<file path="config.mk">
export PLATFORM = sky130hd
export DESIGN_NAME = echo_pulse_range_median3
export DESIGN_NICKNAME = d
export VERILOG_FILES = /design/src/rtl/epr_pkg.sv /design/src/rtl/echo_pulse_range_median3.sv /design/src/rtl/epr_cell.sv /design/src/rtl/epr_front.sv
export SDC_FILE = /design/constraint.sdc
export NUM_CORES = 1
export LEC_CHECK = 0
export BUFFER_PORTS_ARGS = -buffer_cell sky130_fd_sc_hd__buf_2
export CORE_UTILIZATION = 40
export DETAILED_ROUTE_END_ITERATION = 10
export SLEW_MARGIN = 10
export SYNTH_ARGS = -nofsm -noshare
export SYNTH_HDL_FRONTEND = slang
export SYNTH_SLANG_ARGS = --single-unit
</file>
<file path="constraint.sdc">
create_clock -name clk -period 11.7 [get_ports clk]
set_input_delay 0.585 -clock clk [delete_from_list [all_inputs] [get_ports clk]]
set_output_delay 0.585 -clock clk [all_outputs]
set_load 0.01 [all_outputs]
</file>
<file path="src/rtl/epr_pkg.sv">
// Shared types and constants for the echo pulse ranger.
package epr_pkg;

	localparam int SCALE_W = 8;
	localparam int DIST_W = 20;
	localparam int CM_W = 10;
	localparam int CFG_INDEX_W = 2;
	localparam int RING_DEPTH = 3;

	localparam logic [CM_W-1:0] CM_MAX = 10'd1023;

	localparam int RECIP_W = 21;
	localparam int RECIP_SHIFT = 30;
	localparam logic [RECIP_W-1:0] RECIP_1000 = 21'd1073742;

	localparam logic [SCALE_W-1:0] SCALE_RESET = 8'd17;
	localparam logic [DIST_W-1:0] MIN_RESET = 20'd2000;
	localparam logic [DIST_W-1:0] MAX_RESET = 20'd400000;

	localparam logic [CFG_INDEX_W-1:0] REG_SCALE = 2'd0;
	localparam logic [CFG_INDEX_W-1:0] REG_MIN = 2'd1;
	localparam logic [CFG_INDEX_W-1:0] REG_MAX = 2'd2;

	localparam logic [1:0] KIND_START = 2'd0;
	localparam logic [1:0] KIND_END = 2'd1;
	localparam logic [1:0] KIND_REVERSED = 2'd2;

	typedef struct packed {
		logic [SCALE_W-1:0] scale;
		logic [DIST_W-1:0] min_dist;
		logic [DIST_W-1:0] max_dist;
	} cfg_t;

	typedef struct packed {
		logic store;
		logic reject;
		logic [CM_W-1:0] cm;
	} res_t;

endpackage

</file>
<file path="src/rtl/echo_pulse_range_median3.sv">
// Top level of the echo pulse ranger with a three-sample median.
//
// Usage: each input transfer on in_valid/in_stall carries one captured echo
// edge count. Edges pair up as start then end; an end count not above the
// start count is rejected and the next edge is again taken as an end edge.
// Every input transfer yields exactly one output transfer on
// out_valid/out_stall with the median of the three stored distances in cm
// and the stored/rejected flags.
// One edge per cycle is taken as long as the output is drained, through the
// four-stage pipeline of edge pairing, scale multiply, reciprocal divide and
// ring update.
// The ring is a chain of three cells that shift on every stored sample.
// Reset clears the ring to zero, sets the scale to 17 and the limits to
// 2000 and 400000 thousandths of a cm, and expects a start edge next.
// When out_stall holds, results wait in the output register and the
// pipeline stages fill; in_stall rises once no stage is free.
// Write cfg_data to register cfg_index with cfg_wr_en only while idle.
module echo_pulse_range_median3 #(
	parameter int COUNT_BITS = 32
) (
	input  logic clk,
	input  logic arst_n,
	input  logic cfg_wr_en,
	input  logic [epr_pkg::CFG_INDEX_W-1:0] cfg_index,
	input  logic [epr_pkg::DIST_W-1:0] cfg_data,
	input  logic in_valid,
	output logic in_stall,
	input  logic [31:0] capture_count,
	output logic out_valid,
	input  logic out_stall,
	output logic [epr_pkg::CM_W-1:0] median_distance_cm,
	output logic sample_stored,
	output logic pulse_rejected
);

	epr_pkg::cfg_t cfg_q;
	logic advance;
	logic res_valid;
	epr_pkg::res_t res;
	logic fire;
	logic shift;
	logic [epr_pkg::CM_W-1:0] ring [epr_pkg::RING_DEPTH];
	logic [epr_pkg::CM_W-1:0] median_d;
	logic out_valid_q;
	logic [epr_pkg::CM_W-1:0] median_q;
	logic stored_q;
	logic rejected_q;

	function automatic logic [epr_pkg::CM_W-1:0] mid3(
		input logic [epr_pkg::CM_W-1:0] a,
		input logic [epr_pkg::CM_W-1:0] b,
		input logic [epr_pkg::CM_W-1:0] c
	);
		logic [epr_pkg::CM_W-1:0] lo, hi, hc;
		lo = (a < b) ? a : b;
		hi = (a < b) ? b : a;
		hc = (hi < c) ? hi : c;
		return (lo > hc) ? lo : hc;
	endfunction

	always_ff @(posedge clk or negedge arst_n) begin
		if (!arst_n) begin
			cfg_q.scale <= epr_pkg::SCALE_RESET;
			cfg_q.min_dist <= epr_pkg::MIN_RESET;
			cfg_q.max_dist <= epr_pkg::MAX_RESET;
		end else if (cfg_wr_en) begin
			case (cfg_index)
				epr_pkg::REG_SCALE: cfg_q.scale <= cfg_data[epr_pkg::SCALE_W-1:0];
				epr_pkg::REG_MIN: cfg_q.min_dist <= cfg_data;
				epr_pkg::REG_MAX: cfg_q.max_dist <= cfg_data;
				default: ;
			endcase
		end
	end

	assign advance = !out_valid_q || !out_stall;
	assign fire = res_valid && advance;
	assign shift = fire && res.store;

	epr_front #(
		.COUNT_BITS(COUNT_BITS)
	) u_front (
		.clk(clk),
		.arst_n(arst_n),
		.in_valid(in_valid),
		.in_stall(in_stall),
		.capture_count(capture_count),
		.cfg(cfg_q),
		.advance(advance),
		.res_valid(res_valid),
		.res(res)
	);

	for (genvar i = 0; i < epr_pkg::RING_DEPTH; i++) begin : g_ring
		if (i == 0) begin : g_head
			epr_cell u_cell (
				.clk(clk),
				.arst_n(arst_n),
				.shift(shift),
				.d(res.cm),
				.q(ring[i])
			);
		end else begin : g_tail
			epr_cell u_cell (
				.clk(clk),
				.arst_n(arst_n),
				.shift(shift),
				.d(ring[i-1]),
				.q(ring[i])
			);
		end
	end

	assign median_d = res.store ? mid3(res.cm, ring[0], ring[1])
		: mid3(ring[0], ring[1], ring[2]);

	always_ff @(posedge clk or negedge arst_n) begin
		if (!arst_n) begin
			out_valid_q <= 1'b0;
		end else if (advance) begin
			out_valid_q <= res_valid;
		end
	end

	always_ff @(posedge clk) begin
		if (fire) begin
			median_q <= median_d;
			stored_q <= res.store;
			rejected_q <= res.reject;
		end
	end

	assign out_valid = out_valid_q;
	assign median_distance_cm = median_q;
	assign sample_stored = stored_q;
	assign pulse_rejected = rejected_q;

endmodule

</file>
<file path="src/rtl/epr_cell.sv">
// One entry of the distance ring, shifting to its neighbor on a store.
module epr_cell (
	input  logic clk,
	input  logic arst_n,
	input  logic shift,
	input  logic [epr_pkg::CM_W-1:0] d,
	output logic [epr_pkg::CM_W-1:0] q
);

	logic [epr_pkg::CM_W-1:0] value_q;

	always_ff @(posedge clk or negedge arst_n) begin
		if (!arst_n) begin
			value_q <= '0;
		end else if (shift) begin
			value_q <= d;
		end
	end

	assign q = value_q;

endmodule

</file>
<file path="src/rtl/epr_front.sv">
// Edge pairing, width scaling, range check and conversion to whole cm.
module epr_front #(
	parameter int COUNT_BITS = 32
) (
	input  logic clk,
	input  logic arst_n,
	input  logic in_valid,
	output logic in_stall,
	input  logic [31:0] capture_count,
	input  epr_pkg::cfg_t cfg,
	input  logic advance,
	output logic res_valid,
	output epr_pkg::res_t res
);

	localparam int DW = COUNT_BITS + epr_pkg::SCALE_W;
	localparam int PW = epr_pkg::DIST_W + epr_pkg::RECIP_W;

	logic expect_q;
	logic [COUNT_BITS-1:0] start_q;

	logic v_s1, v_s2, v_s3;
	logic en1, en2, en3;
	logic [1:0] kind_s1, kind_s2;
	logic [COUNT_BITS-1:0] width_s1;
	logic in_range_s2;
	logic [epr_pkg::DIST_W-1:0] dist_s2;
	epr_pkg::res_t res_s3;

	logic [COUNT_BITS-1:0] cnt;
	logic accept;
	logic [1:0] kind_d;
	logic [DW-1:0] dist_full;
	logic in_range;
	logic [PW-1:0] prod;
	logic [epr_pkg::CM_W:0] cm_raw;
	logic [epr_pkg::CM_W-1:0] cm_sat;

	assign en3 = !v_s3 || advance;
	assign en2 = !v_s2 || en3;
	assign en1 = !v_s1 || en2;
	assign in_stall = !en1;
	assign accept = in_valid && en1;
	assign cnt = capture_count[COUNT_BITS-1:0];

	always_comb begin
		if (expect_q) begin
			kind_d = epr_pkg::KIND_START;
		end else if (cnt <= start_q) begin
			kind_d = epr_pkg::KIND_REVERSED;
		end else begin
			kind_d = epr_pkg::KIND_END;
		end
	end

	always_ff @(posedge clk or negedge arst_n) begin
		if (!arst_n) begin
			expect_q <= 1'b1;
			start_q <= '0;
		end else if (accept) begin
			if (expect_q) begin
				start_q <= cnt;
				expect_q <= 1'b0;
			end else if (kind_d == epr_pkg::KIND_END) begin
				expect_q <= 1'b1;
			end
		end
	end

	always_ff @(posedge clk or negedge arst_n) begin
		if (!arst_n) begin
			v_s1 <= 1'b0;
			v_s2 <= 1'b0;
			v_s3 <= 1'b0;
		end else begin
			if (en1) begin
				v_s1 <= in_valid;
			end
			if (en2) begin
				v_s2 <= v_s1;
			end
			if (en3) begin
				v_s3 <= v_s2;
			end
		end
	end

	assign dist_full = {{epr_pkg::SCALE_W{1'b0}}, width_s1}
		* {{COUNT_BITS{1'b0}}, cfg.scale};
	assign in_range = (dist_full >= {{(DW-epr_pkg::DIST_W){1'b0}}, cfg.min_dist})
		&& (dist_full <= {{(DW-epr_pkg::DIST_W){1'b0}}, cfg.max_dist});

	assign prod = {{epr_pkg::RECIP_W{1'b0}}, dist_s2}
		* {{epr_pkg::DIST_W{1'b0}}, epr_pkg::RECIP_1000};
	assign cm_raw = prod[PW-1:epr_pkg::RECIP_SHIFT];
	assign cm_sat = cm_raw[epr_pkg::CM_W] ? epr_pkg::CM_MAX : cm_raw[epr_pkg::CM_W-1:0];

	always_ff @(posedge clk) begin
		if (accept) begin
			kind_s1 <= kind_d;
			width_s1 <= cnt - start_q;
		end
		if (en2 && v_s1) begin
			kind_s2 <= kind_s1;
			in_range_s2 <= in_range;
			dist_s2 <= dist_full[epr_pkg::DIST_W-1:0];
		end
		if (en3 && v_s2) begin
			res_s3.store <= (kind_s2 == epr_pkg::KIND_END) && in_range_s2;
			res_s3.reject <= (kind_s2 == epr_pkg::KIND_REVERSED)
				|| ((kind_s2 == epr_pkg::KIND_END) && !in_range_s2);
			res_s3.cm <= cm_sat;
		end
	end

	assign res_valid = v_s3;
	assign res = res_s3;

endmodule
</file>
Word level (Yosys, flattened, before mapping)
Cells that the tools add are included.
Storage, ports and cells
  flip-flop bits (word level): 196
  bits of input ports: 59
  output and inout port bits: 14
  logic and storage cells: 78
Cells by class
  add/sub/neg operators: 1
  multipliers: 2
  magnitude comparators: 9
  equality and inequality tests: 5
  multiplexer cells: 13
  reduce and logical (&&, ||, !) cells: 25
Operators with widths (count)
  10-bit two-way mux: 9
  40-bit by 20-bit greater-or-equal comparator with 1-bit output: 1
  40-bit by 20-bit <= comparator with 1-bit output: 1
  10-bit < comparator: 4
  20-bit by 20-bit multiplier with 40-bit output, second input constant: 1
  32-bit by 8-bit multiplier with 40-bit output: 1
  32-bit <= comparator: 1
  32-bit subtractor: 1
  10-bit > comparator: 2
  1-bit logical AND: 8
  2-bit AND reduction: 4
  1-bit zero test: 7
  2-bit by 1-bit == test with 1-bit output, second input constant: 3
  1-bit logical OR: 5
  2-bit == test, second input constant: 2
  2-bit two-way mux: 2
  2-bit zero test: 1
  1-bit two-way mux: 2

Depth between registers and ports, before layout
Gate-level depths: netlist of the first run.
  word-level depth: 7
  gate-level depth with buffers: 31

By module
Synthesis of the first run repeated with hierarchy kept, for this count alone.
Unflattened totals
  cell total of the unflattened synthesis: 2566
  area total of the unflattened synthesis: 25134.1 µm²
By module, submodules not included
  epr_front: times used 1, cells each 2043, area an instance 19293.5 µm²
  echo_pulse_range_median3: times used 1, cells each 460, area an instance 4605.7 µm²
  epr_cell: times used 3, cells each 21, area an instance 411.6 µm²

Least setup slack after synthesis of the first run
No wires, ideal clock.
  path kind: register -> register
  from: register cfg_q[44] in the netlist's numbering
  to: register u_front.in_range_s2, data pin
  setup time: 0.176 ns
  arrival time: 7.921 ns
  data required time: 11.524 ns
  path slack: 3.603 ns
  cell stages (with the launch flop): 31
  buffers on the path: 1
  clock period less this slack: 8.097 ns
  cell sequence: dfstp_2 > clkbuf_1 > nand2_1 > fa_1 > fa_1 > inv_1 > fa_1 > inv_1 > fa_1 > inv_1 > ha_1 > o211ai_1 > o211a_1 > nor3_1 > or3_1 > a21o_1 > nand2_1 > nand2b_1 > a21oi_1 > xnor2_1 > ha_1 > o2111ai_1 > o2bb2ai_1 > or4_1 > or4_1 > nor3_1 > nand4_1 > or4_1 > or4_1 > or4_1 > nor4_1
Between the ends
  cells in the longest elaborated chain, start to end: 3
Ends and longest elaborated chain
  start, declared: RTL line echo_pulse_range_median3.sv:36  | epr_pkg::cfg_t cfg_q;
  32-bit by 8-bit multiplier with 40-bit output *: RTL line epr_front.sv:89  | * {{COUNT_BITS{1'b0}}, cfg.scale};
  via u_front.dist_full[19]: RTL line epr_front.sv:33  | logic [DW-1:0] dist_full;
  40-bit by 20-bit greater-or-equal comparator with 1-bit output or 40-bit by 20-bit <= comparator with 1-bit output (tied branches): RTL line epr_front.sv:90, epr_front.sv:91
  1-bit logical AND *: RTL line epr_front.sv:91  | && (dist_full <= {{(DW-epr_pkg::DIST_W){1'b0}}, cfg.max_dist});
  via u_front.in_range: RTL line epr_front.sv:34  | logic in_range;
  end signal, assigned: RTL line epr_front.sv:105  | in_range_s2 <= in_range;
  end, declared: RTL line epr_front.sv:26  | logic in_range_s2;
Mark *: on every way through the listed nets, which the timed path passes. The rest lies on a longest branch.
A chain may end at the register's enable or synchronous reset.

Worst setup path in the final report of the first run
  from: register cfg_q[43] in the netlist's numbering
  to: register u_front.in_range_s2, data pin
Same word-level chain as after synthesis.

==> results of run 1 <==
[metal layers]
metal	global-route usage [%]	wire length (um)	share of wire, %	vias up
met5	0	0	0	-
met4	6.21	1230	2.2	0
met3	2.85	1880	3.3	70
met2	32.6	27500	49	270
met1	23.9	25700	46	8553
li1	-	-	-	8477
[how the worst min path moves through the flow]
stage                     from             endpoint  slack, ps  cells past startpoint
2_1_floorplan           arst_n             cfg_q[0]        290                      0
3_3_place_gp   u_front.res[10]       pulse_rejected        420                      0
3_5_place_dp   u_front.res[10]       pulse_rejected        420                      0
4_1_cts                 arst_n  u_front.start_q[26]        220                      1
5_1_grt                 arst_n  u_front.start_q[26]        270                      1
6_report                arst_n  u_front.start_q[26]        200                      1
[sequential cells by signal (all words and copies together), names as in the netlist, 10 cells and up]
signal / flops
u_front.start_q: 32
u_front.width_s1: 32
g_ring.g_head.u_cell.q: 10
cfg_q: 48
u_front.dist_s2: 20
median_distance_cm: 10
u_front.res: 12
g_ring.g_tail.u_cell.q: 20
[worst register-to-register path, delay by kind of cell, from the launching register on]
| kind | cells | cell delay (ps) |
|---|---|---|
| flops | 1 | 1070 |
| compound gates | 5 | 610 |
| simple gates | 13 | 4250 |
| xor+xnor | 1 | 140 |
| fa+ha+maj | 6 | 2670 |
| buf+inv | 3 | 170 |
[kinds of logic (layout without fill, tap and decap cells)]
logic type,after synthesis,in the layout
AOI/OAI and AO/OA,391,391
xor gates and xnor gates,51,51
adders and majority gates,623,623
buffers and inverters,564,615
DFF,196,196
muxes,137,137
and+or+nand+nor,590,590
[metrics by stage]
step | util (%) | std cells
after CTS | 43.6 | 3385
final | 43.6 | 3385
after floorplan | - | 2552
after global routing | 43.6 | 3385
after global placement | 42.6 | 3353
after detailed placement | 42.6 | 3353
[cells in the final DEF (no fill, tap or decap), types with 15 or more instances in the layout]
master     synthesis  final
inv_1            503    503
ha_1             357    357
fa_1             266    266
nand2_1          205    204
and2_1           173    173
a21oi_1          105    104
mux2_2           100    100
dfrtp_1          100     99
o21ai_0           82     82
edfxtp_1          81     81
nor2_1            74     74
buf_2              0     71
a21o_1            66     66
mux2i_1           37     37
xnor2_1           32     32
nand4_1           29     29
nand3_1           24     24
o21a_1            24     24
xor2_1            19     19
o211ai_1          18     18
nand2b_1          17     17
clkbuf_16          0     17
nor3_1            15     15
dfstp_2           15     15
[layout make-up]
cell class              count  area, um2  area share (%)
repair buffers             79        415            1.57
multi-input cells        1792      17200            65.1
clock inverters            13        178           0.672
flip-flops and latches    196       5330            20.2
clock buffers              19        433            1.64
well taps                 782        978            3.70
inverters                 504       1890            7.15
==> reports/results.ini, run 1 <==
[synthesis]
synthesis.area_mm2 = 0.0247
synthArstFlopShare_pct = 58.7
yosys_register_bits = 196
synth_top_cell_area_share_pct = 21.6
synthMuxAreaShare_pct = 6.07
yosys.area.top_type = fa_1
synth_top_family_by_area = adder cells
syn-instance-count = 2552
synth_compound_area_share_pct = 10.2
synth.avg_cell_area_um2 = 9.66
synth_simple_gate_area_share_pct = 12.0
synth.area.top_cells = fa_1 22%, ha_1 18%, dfrtp_1 10%, edfxtp_1 9.9%, inv_1 7.7%
yosysMostFrequentCell = inv_1
synth_cell_types = 68
synthesis.nets = 3234
ys_seq_area_share_pct = 21.6
synth_fa_ha_area_share_pct = 39.7
synth_edf_count = 81
synth_warnings = 0
synth_top_flop_cell = dfrtp_1
ys_top_cells_by_count = 503 x inv_1, 357 x ha_1, 266 x fa_1, 205 x nand2_1, 173 x and2_1
synth_xor_area_share_pct = 1.81

[setup_path]
startpoint_type = flop
crit_end = u_front.in_range_s2
reg2reg_slack_ps = 2620
critPathKind = flop to flop
critPathMaxFanout = 33
crit_buf_inv = 3
reg2reg_to = u_front.in_range_s2
arrival_ps = 9380
rr_startpoint = cfg_q[43]
critPathTopFamily = simple AND/OR/NAND/NOR gates
critPathRequiredTime_ps = 12010
critical_path_cell_count = 28
cp_slowest_cell = dfrtp_1
slowest_delay_ps = 1070
crit_start = cfg_q[43]
end_kind = flop
cp_common_cell = or4_1
r2r.worst_path.cells = 28

[route]
drc = 0
ant_nets = 0
via_per_inst = 5.13
vias = 17370
drt-initial-drc-count = 690
wl_mm = 56.3
post_drt_wl_per_cell_um = 16.6
firstDrtPassIters = 6

[flow_run]
cap_violations = 0

[global_route]
antenna_found_initial = 0
grt.total_usage_pct = 18.8
grt_first_pass_wirelength_mm = 93.8
grt-ovfl-total = 0
grt_pass1_vias = 18806
grt_max_degree = 66

[timing]
clock_skew_ps = 17.0
slew_viol_final = 0
clock.fmax_ghz = 0.110
fin_crit_sh_pct = 77.6
maxSlewHeadroom_pct = 21.2
fin_setup_tns_ps = 0
hold_ws_ps = 203
hold_viol = 0
setup_ws_ps = 2620
finalSetupViolCount = 0
tightest_slew_ps = 1180
rsz0062_at_grt = false
fin_crit_ps = 9080

[min_path]
worstHoldPathType = primary input to asynchronous set/reset pin

[clock_network]
clockBufferDepth = 2
cts.clk_slew.worst_paths_ps = 70
cts_tree = yes
cts-resized-gates = 0
clock_latency_ps = 510
htree_levels = 4
cts_made_buffers = 17
ctsHoldBuffers = 0
cts_setup_buffers = 0
clockRootBuffer = clkbuf_16
clock-sinks = 196

[placement]
port_buffers = 72
gp_congestion = 0.858
hpwl_mm = 46.1
place_area_mm2 = 0.0258
dp_slack_ps = 2650

[cells_and_area]
final_area_mm2 = 0.0264
fin_nets = 3272
fillCellCount = 5820
syn2layout_area_growth_pct = 7.21
drive_above_1_share_pct = 8.95
antenna-diode-count = 0

[die]
core_area_mm2 = 0.0606
die_w_um = 250
rows = 90
die_h_um = 250
die_area_mm2 = 0.0627
start_util_pct = 40.7
num_io_pins = 73

[run_status]
outcome = complete, no violations

Power of run 1 is left out: the tool's default activity adds up to more than one toggle a clock period on the data nets, which glitch-free logic cannot reach.
==> run 2, diff against run 1 <==
clock period = 9.1 ns   (was 11.7 ns; I/O delays follow)
==> run 2 against run 1 <==
Against the previous run: die area did not move; routed wire length fell by 1.0%; clock skew rose by 2.7 ps; via count fell by 0.76%; critical path depth fell by 1; critical path type unchanged; clock-buffer cell count fell by 1.
==> reports/results.ini, run 2 (synthesized netlist as in run 1, its figures left out) <==
[min_path]
worstHoldPathType = primary input to asynchronous set/reset pin

[timing]
setup_ws_ps = 392
fin_crit_ps = 8710
clock_skew_ps = 19.7
slew_viol_final = 0
finalSetupViolCount = 0
tightest_slew_ps = 1170
rsz0062_at_grt = false
fin_crit_sh_pct = 95.7
maxSlewHeadroom_pct = 22.0
fin_setup_tns_ps = 0
hold_viol = 0
clock.fmax_ghz = 0.115

[global_route]
grt-ovfl-total = 0
grt_first_pass_wirelength_mm = 94.2
grtUsageMet1_pct = 24.4
use_met2_pct = 32.2
grt_pass1_vias = 18631
met3_usage_pct = 2.33
antenna_found_initial = 0
grt_max_degree = 61
top_usage_layer = met2
grt.total_usage_pct = 18.7

[die]
die_area_mm2 = 0.0627
rows = 90
num_io_pins = 73
core_area_mm2 = 0.0606
die_w_um = 250
start_util_pct = 40.7
die_h_um = 250

[setup_path]
critPathTopFamily = simple AND/OR/NAND/NOR gates
arrival_ps = 9020
slowest_delay_ps = 650
startpoint_type = flop
critPathRequiredTime_ps = 9410
crit_buf_inv = 2
critPathMaxFanout = 23
cp_common_cell = or4_1
end_kind = flop
critPathKind = flop to flop
cp_slowest_cell = dfstp_2

[cells_and_area]
fin_nets = 3277
most-common-layout-cells = 503 x inv_1, 357 x ha_1, 266 x fa_1
multiInputGateArea_mm2 = 0.0172
antenna-diode-count = 0
syn2layout_area_growth_pct = 7.31
max_flop_register = cfg_q
largest_register_ffs = 48
seqCellArea_mm2 = 0.00533
largest_registers = cfg_q x48, u_front.start_q x32, u_front.width_s1 x32
layout_commonest_cell = inv_1
drive_above_1_share_pct = 9.28
fillCellCount = 5818

[route]
via_per_inst = 5.08
drt-initial-drc-count = 664
ant_nets = 0
firstDrtPassIters = 5
drc = 0
wl_mm = 55.8
vias = 17238
post_drt_wl_per_cell_um = 16.4

[flow_run]
cap_violations = 0

[clock_network]
cts.clk_slew.worst_paths_ps = 80
clock-sinks = 196
cts_made_buffers = 17
clockRootBuffer = clkbuf_16
clockBufferDepth = 2
clock_latency_ps = 500
htree_levels = 4
cts_tree = yes

[placement]
hpwl_mm = 46.1
port_buffers = 72
gp_congestion = 0.866
dp_slack_ps = 364

[run_status]
outcome = complete, no violations

-- run 2: changes by cell type in the layout (fill, tap and decap cells not counted), sizes merged --
cell    before  now
buf         79   84
bufinv       3    1
clkinv       5    7
clkbuf      19   18
inv        507  508
-- run 2: layout make-up --
cell class / count / share of cell area [%]
Multi-Input combinational cell: 1792 / 65.1
Clock buffer: 18 / 1.62
Sequential cell: 196 / 20.2
Tap cell: 782 / 3.70
Timing Repair Buffer: 84 / 1.71
Inverter: 504 / 7.15
Clock inverter: 14 / 0.572
-- run 2: worst register-to-register path, cell delays in order (launching register included) --
cell       delay [ps]
dfstp_2           650
buf_4             290
and2_1            180
fa_1              440
fa_1              560
fa_1              430
fa_1              450
ha_1              360
nand4_1           170
nor4_1             70
or2_1             280
or3_1             370
inv_1              70
o21ai_0            80
a21oi_1           180
xnor2_1           140
ha_1              360
a21o_1            120
a21oi_1            90
o2bb2ai_1         140
or4_1             390
or4_1             530
nor3_1            200
nand4_1           100
or4_1             550
or4_1             530
or4_1             520
nor4_1            280
-- run 2: final timing paths --
| kind | start | endpoint | slack [ps] | depth (start not counted) |
|---|---|---|---|---|
| max | cfg_q[44] | u_front.in_range_s2 | 390 | 27 |
| min | arst_n | u_front.start_q[26] | 30 | 1 |
| max reg2reg | cfg_q[44] | u_front.in_range_s2 | 390 | 27 |
| min reg2reg | u_front.res[10] | pulse_rejected | 430 | 0 |
| max in group asynchronous | arst_n | cfg_q[31] | 7740 | 2 |
| min in group clk | in_valid | u_front.v_s1 | 160 | 2 |
-- run 2: what timing repair did --
action,4_1_cts,5_1_grt
hold buffers,0,0
setup buffers,0,0
endpoints found under the setup margin,0,1
resized for setup,0,3
-- run 2: metrics by stage --
step                      std cells  cell area (um2)  utilization [%]  hold slack (ps)
final                          3390            26500             43.7             29.4
after global routing           3390            26500             43.7             84.6
after CTS                      3390            26500             43.7             35.8
after detailed placement       3358            25900             42.7              407
after global placement         3358            25900             42.7              411
after floorplan                2552            24700                -              159
-- run 2: routing by layer --
layer | up-vias | wire, um
met3 | 75 | 1400
met5 | - | 0
met2 | 240 | 26900
met1 | 8428 | 26200
li1 | 8495 | -
met4 | 0 | 1240
Power of run 2 is left out for the same reason.
==> run 3, diff against run 2 <==
MAX_ROUTING_LAYER = met4   (was default)
==> run 3 against run 2 <==
Against the previous run: global-route usage grew 0.62 points; die area is the same; routed wire length shrank 0.15%; first-iteration DRC count shrank 10%; via count grew 0.66%; setup slack gained 120 ps; final cell count is essentially flat; sequential cell count is the same; sequential share of layout area is essentially flat; non-clock buffer count grew 2; critical path depth is the same; core utilization is essentially flat.
==> reports/results.ini, run 3 (synthesized netlist as in run 1, its figures left out) <==
[min_path]
hold_depth = 2
worstHoldPathType = primary input to flop

[clock_network]
ctsHoldBuffers = 1
cts-resized-gates = 0
clockRootBuffer = clkbuf_16
cts.clk_slew.worst_paths_ps = 80
cts_setup_buffers = 0
htree_levels = 4
clock-sinks = 196
cts_made_buffers = 17
cts_tree = yes
clockBufferDepth = 2
clock_latency_ps = 520

[cells_and_area]
antenna-diode-count = 0
most-common-layout-cells = 503 x inv_1, 357 x ha_1, 266 x fa_1
max_flop_register = cfg_q
fin_nets = 3279
drive_above_1_share_pct = 9.23
layout_commonest_cell = inv_1
largest_registers = cfg_q x48, u_front.start_q x32, u_front.width_s1 x32
syn2layout_area_growth_pct = 7.22
largest_register_ffs = 48

[timing]
clock.fmax_ghz = 0.116
tightest_slew_ps = 1190
fin_crit_ps = 8580
maxSlewHeadroom_pct = 20.4
rsz0062_at_grt = false
hold_viol = 0
slew_viol_final = 0
finalSetupViolCount = 0
clock_skew_ps = 24.5
fin_setup_tns_ps = 0
fin_crit_sh_pct = 94.3

[setup_path]
r2r.worst_path.cells = 27
reg2reg_slack_ps = 520
crit_start = cfg_q[44]
critPathRequiredTime_ps = 9430
critPathKind = flop to flop
end_kind = flop
rr_startpoint = cfg_q[44]
critPathMaxFanout = 23
startpoint_type = flop
crit_end = u_front.in_range_s2
arrival_ps = 8920
reg2reg_to = u_front.in_range_s2

[die]
die_w_um = 250
num_io_pins = 73
die_area_mm2 = 0.0627
rows = 90
start_util_pct = 40.7
die_h_um = 250
core_area_mm2 = 0.0606

[placement]
hpwl_mm = 46.3
gp_congestion = 0.878
port_buffers = 72

[global_route]
antenna_found_initial = 1
grt-ovfl-total = 0
grt_max_degree = 63
grt_first_pass_wirelength_mm = 94.2
grt_pass1_vias = 18619
grt.total_usage_pct = 19.4

[route]
drc = 0
ant_nets = 0
post_drt_wl_per_cell_um = 16.4
via_per_inst = 5.12
drt-initial-drc-count = 597
firstDrtPassIters = 5
vias = 17352
wl_mm = 55.7

[flow_run]
cap_violations = 0

[run_status]
outcome = complete, no violations

-- run 3: stage by stage --
stage	std cells	cell area [um2]	hold slack, ps	worst slack, ps	util, %
after floorplan	2552	24700	159	1000	-
after global placement	3359	25900	412	611	42.7
after detailed placement	3359	25900	412	460	42.7
after CTS	3392	26400	111	430	43.7
after global routing	3392	26400	134	10.6	43.7
final	3392	26400	144	515	43.7
-- run 3: worst min path at each step --
stage | start | end
4_1_cts | in_valid | u_front.v_s1
6_report | in_valid | u_front.v_s1
3_3_place_gp | u_front.res[10] | pulse_rejected
3_5_place_dp | u_front.res[10] | pulse_rejected
5_1_grt | in_valid | u_front.v_s1
2_1_floorplan | arst_n | cfg_q[0]
-- run 3: layer usage --
| layer | global-route usage, % | vias to the layer above | part of all wire (%) |
|---|---|---|---|
| li1 | - | 8494 | - |
| met2 | 32.1 | 246 | 48 |
| met3 | 2.41 | 78 | 2.6 |
| met1 | 24.5 | 8534 | 47 |
| met4 | 6.40 | 0 | 2.4 |
| met5 | - | - | 0 |
-- run 3: critical path: stages (launching register included) --
cell	delay, ps
dfstp_2	630
buf_4	280
and2_1	180
fa_1	440
fa_1	570
fa_1	430
fa_1	440
ha_1	350
nand4_1	160
nor4_1	60
or2_1	290
or3_1	370
inv_1	70
o21ai_0	80
a21oi_1	190
xnor2_1	140
ha_1	340
a21o_1	120
a21oi_1	80
o2bb2ai_1	140
or4_1	380
or4_1	520
nor3_1	200
nand4_1	110
or4_1	500
or4_1	550
or4_1	530
nor4_1	240
-- run 3: layout make-up --
class                      instances  area (um2)
timing repair buffer              86         470
inverter                         504        1890
fill                            5885       34100
clock buffer                      21         470
sequential                       196        5330
multi-input combinational       1792       17200
clock inverter                    11        88.8
tap                              782         978
Power of run 3 is left out for the same reason.
